===== src/mm3_pkg.sv =====
// Package for the MurmurHash3 x86_32 stream hash unit.
// Holds the hash constants, the result struct and small bit-level helpers.
// No dependencies.
`default_nettype none

package mm3_pkg;

  localparam logic [31:0] C1    = 32'hcc9e2d51;
  localparam logic [31:0] C2    = 32'h1b873593;
  localparam logic [31:0] N_ADD = 32'he6546b64;
  localparam logic [31:0] F1    = 32'h85ebca6b;
  localparam logic [31:0] F2    = 32'hc2b2ae35;

  localparam logic [2:0] FULL_BYTES = 3'd4;

  typedef struct packed {
    logic        valid;
    logic [31:0] value;
  } mm3_res_t;

  function automatic logic [31:0] rotl15(input logic [31:0] x);
    return {x[16:0], x[31:17]};
  endfunction

  function automatic logic [31:0] rotl13(input logic [31:0] x);
    return {x[18:0], x[31:19]};
  endfunction

  // Keeps only the valid low bytes of a partial last word.
  function automatic logic [31:0] tail_mask(input logic [2:0] n);
    logic [31:0] m;
    case (n)
      3'd0:    m = 32'h0000_0000;
      3'd1:    m = 32'h0000_00ff;
      3'd2:    m = 32'h0000_ffff;
      3'd3:    m = 32'h00ff_ffff;
      default: m = 32'hffff_ffff;
    endcase
    return m;
  endfunction

endpackage

`default_nettype wire


===== src/mm3_stream_if.sv =====
// Valid/ready channel interfaces for the hash unit: message words in, hash out.
// Depends on nothing.
`default_nettype none

interface mm3_word_if;
  logic        valid;
  logic        ready;
  logic [31:0] word_data;
  logic [2:0]  byte_count;
  logic        last_word;

  modport source(output valid, word_data, byte_count, last_word, input ready);
  modport sink(input valid, word_data, byte_count, last_word, output ready);
endinterface

interface mm3_hash_if;
  logic        valid;
  logic        ready;
  logic [31:0] hash_value;

  modport source(output valid, hash_value, input ready);
  modport sink(input valid, hash_value, output ready);
endinterface

`default_nettype wire


===== src/mm3_mul.sv =====
// Shared 32x32 multiplier keeping the low 32 bits, with a registered product.
// Depends on nothing.
`default_nettype none

module mm3_mul (
  input  wire logic        clk,
  input  wire logic [31:0] a,
  input  wire logic [31:0] b,
  output logic      [31:0] p
);

  logic [31:0] full;

  // Only the low half of the product is ever needed.
  assign full = a * b;

  always_ff @(posedge clk) begin
    p <= full;
  end

endmodule

`default_nettype wire


===== src/mm3_engine.sv =====
// Sequencer and state registers of the hash unit; drives the shared multiplier.
// Depends on mm3_pkg, mm3_word_if and mm3_mul.
`default_nettype none

module mm3_engine
  import mm3_pkg::*;
(
  input  wire logic        clk,
  input  wire logic        rst,
  input  wire logic [31:0] seed,
  mm3_word_if.sink         words,
  input  wire logic        res_take,
  output mm3_res_t         res
);

  localparam logic [2:0] S_IDLE = 3'd0;
  localparam logic [2:0] S_K1   = 3'd1;
  localparam logic [2:0] S_K2   = 3'd2;
  localparam logic [2:0] S_MIX  = 3'd3;
  localparam logic [2:0] S_FIN1 = 3'd4;
  localparam logic [2:0] S_FIN2 = 3'd5;
  localparam logic [2:0] S_FIN3 = 3'd6;

  logic [2:0]  state, state_next;
  logic        mid;
  logic [31:0] h;
  logic [31:0] len;
  logic [31:0] k;
  logic [2:0]  n_q;
  logic        last_q;

  logic [31:0] mul_a, mul_b, p;
  logic [2:0]  n_sat;
  logic        accept;
  logic [31:0] hx, hr, h_blk, hl, fin_t;
  logic        full_blk;

  mm3_mul u_mul (
    .clk (clk),
    .a   (mul_a),
    .b   (mul_b),
    .p   (p)
  );

  assign words.ready = (state == S_IDLE);
  assign accept      = words.valid && words.ready;

  // Byte count is honored on the last word only; above four it saturates.
  always_comb begin
    if (!words.last_word || words.byte_count > FULL_BYTES) begin
      n_sat = FULL_BYTES;
    end else begin
      n_sat = words.byte_count;
    end
  end

  assign full_blk = (n_q == FULL_BYTES);
  assign hx       = h ^ p;
  assign hr       = rotl13(hx);
  assign h_blk    = hr + {hr[29:0], 2'b00} + N_ADD;
  assign hl       = h ^ len;
  assign fin_t    = hl ^ (hl >> 16);

  always_comb begin
    case (state)
      S_K1: begin
        mul_a = k;
        mul_b = C1;
      end
      S_K2: begin
        mul_a = rotl15(p);
        mul_b = C2;
      end
      S_FIN1: begin
        mul_a = fin_t;
        mul_b = F1;
      end
      S_FIN2: begin
        mul_a = p ^ (p >> 13);
        mul_b = F2;
      end
      S_FIN3: begin
        // Multiplying by one keeps the final product while the hash waits.
        mul_a = p;
        mul_b = 32'd1;
      end
      default: begin
        mul_a = k;
        mul_b = C1;
      end
    endcase
  end

  assign res.valid = (state == S_FIN3);
  assign res.value = p ^ (p >> 16);

  always_comb begin
    state_next = state;
    case (state)
      S_IDLE: begin
        if (accept) begin
          if (words.last_word && n_sat == 3'd0) begin
            state_next = S_FIN1;
          end else begin
            state_next = S_K1;
          end
        end
      end
      S_K1:   state_next = S_K2;
      S_K2:   state_next = S_MIX;
      S_MIX:  state_next = last_q ? S_FIN1 : S_IDLE;
      S_FIN1: state_next = S_FIN2;
      S_FIN2: state_next = S_FIN3;
      S_FIN3: begin
        if (res_take) begin
          state_next = S_IDLE;
        end
      end
      default: state_next = S_IDLE;
    endcase
  end

  always_ff @(posedge clk) begin
    if (rst) begin
      state <= S_IDLE;
      mid   <= 1'b0;
      h     <= '0;
      len   <= '0;
    end else begin
      state <= state_next;
      if (accept) begin
        mid <= 1'b1;
        // The seed is taken only when a new message begins.
        if (!mid) begin
          h   <= seed;
          len <= '0;
        end
      end
      if (state == S_MIX) begin
        h   <= full_blk ? h_blk : hx;
        len <= len + 32'(n_q);
      end
      if (state == S_FIN3 && res_take) begin
        mid <= 1'b0;
      end
    end
  end

  always_ff @(posedge clk) begin
    if (accept) begin
      k      <= words.word_data & tail_mask(n_sat);
      n_q    <= n_sat;
      last_q <= words.last_word;
    end
  end

endmodule

`default_nettype wire


===== src/murmur3_32_stream_hash_unit.sv =====
// MurmurHash3 x86_32 over a stream of little-endian words, one shared multiplier.
// A word passes through the states K1, K2 and MIX before the next word can be taken;
// the last word then runs the finalizer states FIN1, FIN2 and FIN3 (an empty last word
// goes straight to FIN1), all paced by the single shared 32x32 multiplier.
// The result register lets the next message start while the hash waits.
// Synchronous active-high reset clears the sequencer, message state and seed to 0.
`default_nettype none

module murmur3_32_stream_hash_unit
  import mm3_pkg::*;
(
  input  wire logic        clk,
  input  wire logic        rst,
  input  wire logic        cfg_we,
  input  wire logic [31:0] cfg_wdata,
  mm3_word_if.sink         words,
  mm3_hash_if.source       hash
);

  logic [31:0] seed;
  logic        out_valid;
  logic [31:0] out_value;
  logic        res_take;
  mm3_res_t    res;

  assign res_take = !out_valid || hash.ready;

  mm3_engine u_engine (
    .clk      (clk),
    .rst      (rst),
    .seed     (seed),
    .words    (words),
    .res_take (res_take),
    .res      (res)
  );

  always_ff @(posedge clk) begin
    if (rst) begin
      seed      <= '0;
      out_valid <= 1'b0;
    end else begin
      if (cfg_we) begin
        seed <= cfg_wdata;
      end
      if (res.valid && res_take) begin
        out_valid <= 1'b1;
      end else if (hash.ready) begin
        out_valid <= 1'b0;
      end
    end
  end

  always_ff @(posedge clk) begin
    if (res.valid && res_take) begin
      out_value <= res.value;
    end
  end

  assign hash.valid      = out_valid;
  assign hash.hash_value = out_value;

endmodule

`default_nettype wire


===== src/flat_wrapper.sv =====
// flat-port wrapper written by rule: the top's interface ports become plain ports
module murmur3_32_stream_hash_unit_flat import mm3_pkg::*;
  (clk, rst, cfg_we, cfg_wdata, words_valid, words_word_data, words_byte_count, words_last_word, words_ready, hash_valid, hash_hash_value, hash_ready);
  mm3_word_if words_i ();
  mm3_hash_if hash_i ();
  input  wire logic clk;
  input  wire logic rst;
  input  wire logic cfg_we;
  input  wire logic [31:0] cfg_wdata;
  input wire logic [$bits(words_i.valid)-1:0] words_valid;
  input wire logic [$bits(words_i.word_data)-1:0] words_word_data;
  input wire logic [$bits(words_i.byte_count)-1:0] words_byte_count;
  input wire logic [$bits(words_i.last_word)-1:0] words_last_word;
  output wire logic [$bits(words_i.ready)-1:0] words_ready;
  output wire logic [$bits(hash_i.valid)-1:0] hash_valid;
  output wire logic [$bits(hash_i.hash_value)-1:0] hash_hash_value;
  input wire logic [$bits(hash_i.ready)-1:0] hash_ready;
  assign words_i.valid = words_valid;
  assign words_i.word_data = words_word_data;
  assign words_i.byte_count = words_byte_count;
  assign words_i.last_word = words_last_word;
  assign words_ready = words_i.ready;
  assign hash_valid = hash_i.valid;
  assign hash_hash_value = hash_i.hash_value;
  assign hash_i.ready = hash_ready;
  murmur3_32_stream_hash_unit u_core (.clk(clk), .rst(rst), .cfg_we(cfg_we), .cfg_wdata(cfg_wdata), .words(words_i), .hash(hash_i));
endmodule

===== config.mk =====
export PLATFORM = sky130hd
export DESIGN_NAME = murmur3_32_stream_hash_unit_flat
export DESIGN_NICKNAME = d
export VERILOG_FILES = /design/src/mm3_pkg.sv /design/src/mm3_stream_if.sv /design/src/mm3_mul.sv /design/src/mm3_engine.sv /design/src/murmur3_32_stream_hash_unit.sv /design/src/flat_wrapper.sv
export SDC_FILE = /design/constraint.sdc
export NUM_CORES = 2
export LEC_CHECK = 0
export BUFFER_PORTS_ARGS = -buffer_cell sky130_fd_sc_hd__buf_2
export CORE_MARGIN = 3
export CORE_UTILIZATION = 50
export DETAILED_ROUTE_END_ITERATION = 7
export PLACE_DENSITY = 0.67
export SKIP_CTS_REPAIR_TIMING = 1
export SLEW_MARGIN = 20
export SYNTH_ARGS = -nofsm -noshare
export SYNTH_HDL_FRONTEND = slang
export SYNTH_HIERARCHICAL = 1
export SYNTH_SLANG_ARGS = --single-unit

===== constraint.sdc =====
create_clock -name clk -period 12.5 [get_ports clk]
set_input_delay 0.625 -clock clk [delete_from_list [all_inputs] [get_ports clk]]
set_output_delay 0.625 -clock clk [all_outputs]
set_load 0.01 [all_outputs]

==> results.sh <==
export IMPL_run_status="finished, final reports clean"
export IMPL_initial_core_util_pct=51.1
export IMPL_worst_pin_slew_ns=1.02
export IMPL_design_core_area_mm2=0.0543
export IMPL_r2r_setup_slack_ns=3.36
export IMPL_cts_buffer_depth=3
export IMPL_clockRootBuffer="clkbuf_16"
export IMPL_grtUsageTotal_pct=29.3
export IMPL_multi_input_combinational_cell_area_mm2=0.0208
export IMPL_worst_skew_pair_late_latency_ns=0.54
export IMPL_synthDominantAreaCellType="fa_1"
export IMPL_critPathLaunchType="flip-flop"
export IMPL_place_inst=3797
export IMPL_grt_start_max_net_pins=72
export IMPL_cp_end_kind="flip-flop"
export IMPL_synth_enable_flop_cells=68
export IMPL_worst_setup_hold_path_clk_slew_ns=0.06
export IMPL_cts_tree="built"
export IMPL_worst_hold_path_num_cells=1
export IMPL_grt_setup_unrepaired="false"
export IMPL_die_w_um=242
export IMPL_hpwlAfterDp_mm=63.6
export IMPL_first_global_vias=22900
export IMPL_total_via_count_in_the_routed_design=21800
export IMPL_nets=3737
export IMPL_fin_skew_ns=0.0202
export IMPL_postSynthCellCount=3074
export IMPL_fp_dieArea_mm2=0.0584
export IMPL_dr_first_iter_drc_count=1943
export IMPL_antenna_cells=0
export IMPL_htree_levels=1
export IMPL_syn_cell_area_mm2=0.0277
export IMPL_grt_remaining_overflow=0
export IMPL_cp_required_ns=12.92
export IMPL_finalSetupTns_ns=0
export IMPL_grt_antenna_before_repair=3
export IMPL_cp_max_fo=36
export IMPL_commonest_cells_after_routing_fill_and_taps_aside="inv_1 (417), fa_1 (410), and2_1 (391), nand2_1 (296), ha_1 (171)"
export IMPL_slew_viol_final=0
export IMPL_clock_sinks=201
export IMPL_worstPathArrival_ns=9.56
export IMPL_final_cycle_utilization_of_the_critical_path_pct=73.2
export IMPL_postRouteWirelength_mm=84.9
export IMPL_design_portCount=107
export IMPL_count_of_warnings_emitted_by_yosys=6
export IMPL_timing_final_hold_violations=0
export IMPL_synth_area_leaders="fa_1 (30%), dfxtp_1 (9.6%), and2_1 (8.8%)"
export IMPL_drtAntennaViolNets=0
export IMPL_rr_worst_depth=29
export IMPL_grt_pass1_wl_mm=133
export IMPL_terminus_of_the_critical_flop_to_flop_path="u_core/u_engine/u_mul/p[28]"
export IMPL_tritoncts_num_buffers=23
export IMPL_routed_wire_length_per_instance_um=22.1
export IMPL_ffs_w_async_s_r_synth_pct=0
export IMPL_first_pass_drt_iterations=6
export IMPL_critical_path_max_stage_delay_ns=0.73
export IMPL_numPortBuffers=106
export IMPL_synth_area_per_cell_um2=9.03
export IMPL_avgViaCountPerCell=5.67
export IMPL_synth_sequential_area_ratio_pct=17.0
export IMPL_seq_area_mm2=0.00471
export IMPL_fillerInstances=4947
export IMPL_critical_path_endpoint="u_core/u_engine/u_mul/p[28]"
export IMPL_critPathKind="flip-flop to flip-flop"
export IMPL_floorplan_die_height_um=242
export IMPL_final_min_clock_period_ns=9.14
export IMPL_netlist_cell_type_count=82
export IMPL_worstHoldPathType="input port to flip-flop"
export IMPL_globalplace_congestion=1.03
export IMPL_fmaxAchievable_ghz=0.109
export IMPL_cpMostUsedCell="fa_1"
export IMPL_crit_slowest_cell="dfxtp_2"
export IMPL_ys_dominant_reg_cell="dfxtp_1"
export IMPL_reg_to_reg_start="u_core/u_engine/state[1]"
export IMPL_final_core_utilization_pct=54.6
export IMPL_timing_max_slew_rel_slack_pct=31.8
export IMPL_ys_seq_elements=201
export IMPL_final_common_cell="inv_1"
export IMPL_fp_row_count=85
export IMPL_fin_cells=3838
export IMPL_drc_errors=0
export IMPL_setup_violations=0
export IMPL_setup_worst_path_start="u_core/u_engine/state[1]"
export IMPL_area_growth_synth_to_final_pct=6.91
export IMPL_synth_top_area_share_pct=29.6
export IMPL_post_route_cells_drive_above_1_share_pct=7.10
export IMPL_cap_violations=0
state kept, by name, indices dropped and copies added, names as in the netlist, 3 cells and up:
| register | flops |
|---|---|
| u_core/u_engine/u_mul/p | 32 |
| u_core/u_engine/len | 32 |
| u_core/seed | 32 |
| u_core/u_engine/h | 32 |
| u_core/u_engine/state | 3 |
| u_core/u_engine/n_q | 3 |
| u_core/hash.hash_value | 32 |
| u_core/u_engine/k | 32 |
cell type report:
class / count / share of cell area [%]
timing repair buffer: 151 / 2.96
inverter: 417 / 5.28
multi-input combinational: 2289 / 70.1
tap: 739 / 3.12
clock inverter: 8 / 0.375
sequential: 201 / 15.9
clock buffer: 33 / 2.27
metrics by stage:
step / instance area (µm²) / hold WS, ns / worst slack, ns
after CTS: 29700 / 0.278 / 3.40
after global routing: 29700 / 0.291 / 2.84
after floorplan: 27800 / 0.406 / 4.72
after global placement: 28900 / 0.468 / 3.57
final: 29700 / 0.295 / 3.36
after detailed placement: 28900 / 0.480 / 3.44
worst max-delay path: cells and delay by family (launching register included):
kind / cells / cell delay [ns]
simple gates: 7 / 1.34
flops: 1 / 0.73
compound gates: 7 / 1.78
fa+ha+maj: 9 / 4.27
buf+inv: 6 / 0.90
per-layer routing:
metal | up-vias | wire length [µm] | global-route usage [%] | share of wire (%)
li1 | 9732 | - | - | -
met1 | 10800 | 35000 | 40.0 | 41
met2 | 988 | 38000 | 45.4 | 45
met3 | 226 | 8320 | 7.47 | 9.8
met4 | 0 | 3640 | 10.2 | 4.3
met5 | - | 0 | 0 | 0
cells in the mapped netlist (all sizes together) (26+ instances only):
master	count
ha	171
nor2	159
clkbuf	153
mux2i	44
dfxtp	133
o21ai	93
a21oi	139
nor2b	26
inv	417
xnor2	136
xor2	101
nand3	31
nand2	297
and2	391
a31oi	26
a21o	34
fa	410
edfxtp	68
logic make-up after synthesis:
logic type                 synth area share [%]
adders and majority gates                  37.3
AOI/OAI and AO/OA                          9.77
DFF                                        17.0
muxes                                      1.95
other                                    0.0271
and+or+nand+nor                            18.3
buffers and inverters                      8.24
xor gates and xnor gates                   7.48
how the worst min path moves through the flow:
stage | startpoint | endpoint
floorplan | u_core/u_engine/u_mul/p[16] | u_core/hash.hash_value[16]
global placement | u_core/seed[1] | u_core/u_engine/h[1]
detailed placement | u_core/seed[2] | u_core/u_engine/h[2]
CTS | words_last_word | u_core/u_engine/last_q
global route | words_last_word | u_core/u_engine/last_q
finish | words_last_word | u_core/u_engine/last_q
Power is not shown: default switching activity piles up to over one toggle a cycle in this logic, so the estimate is an artifact.
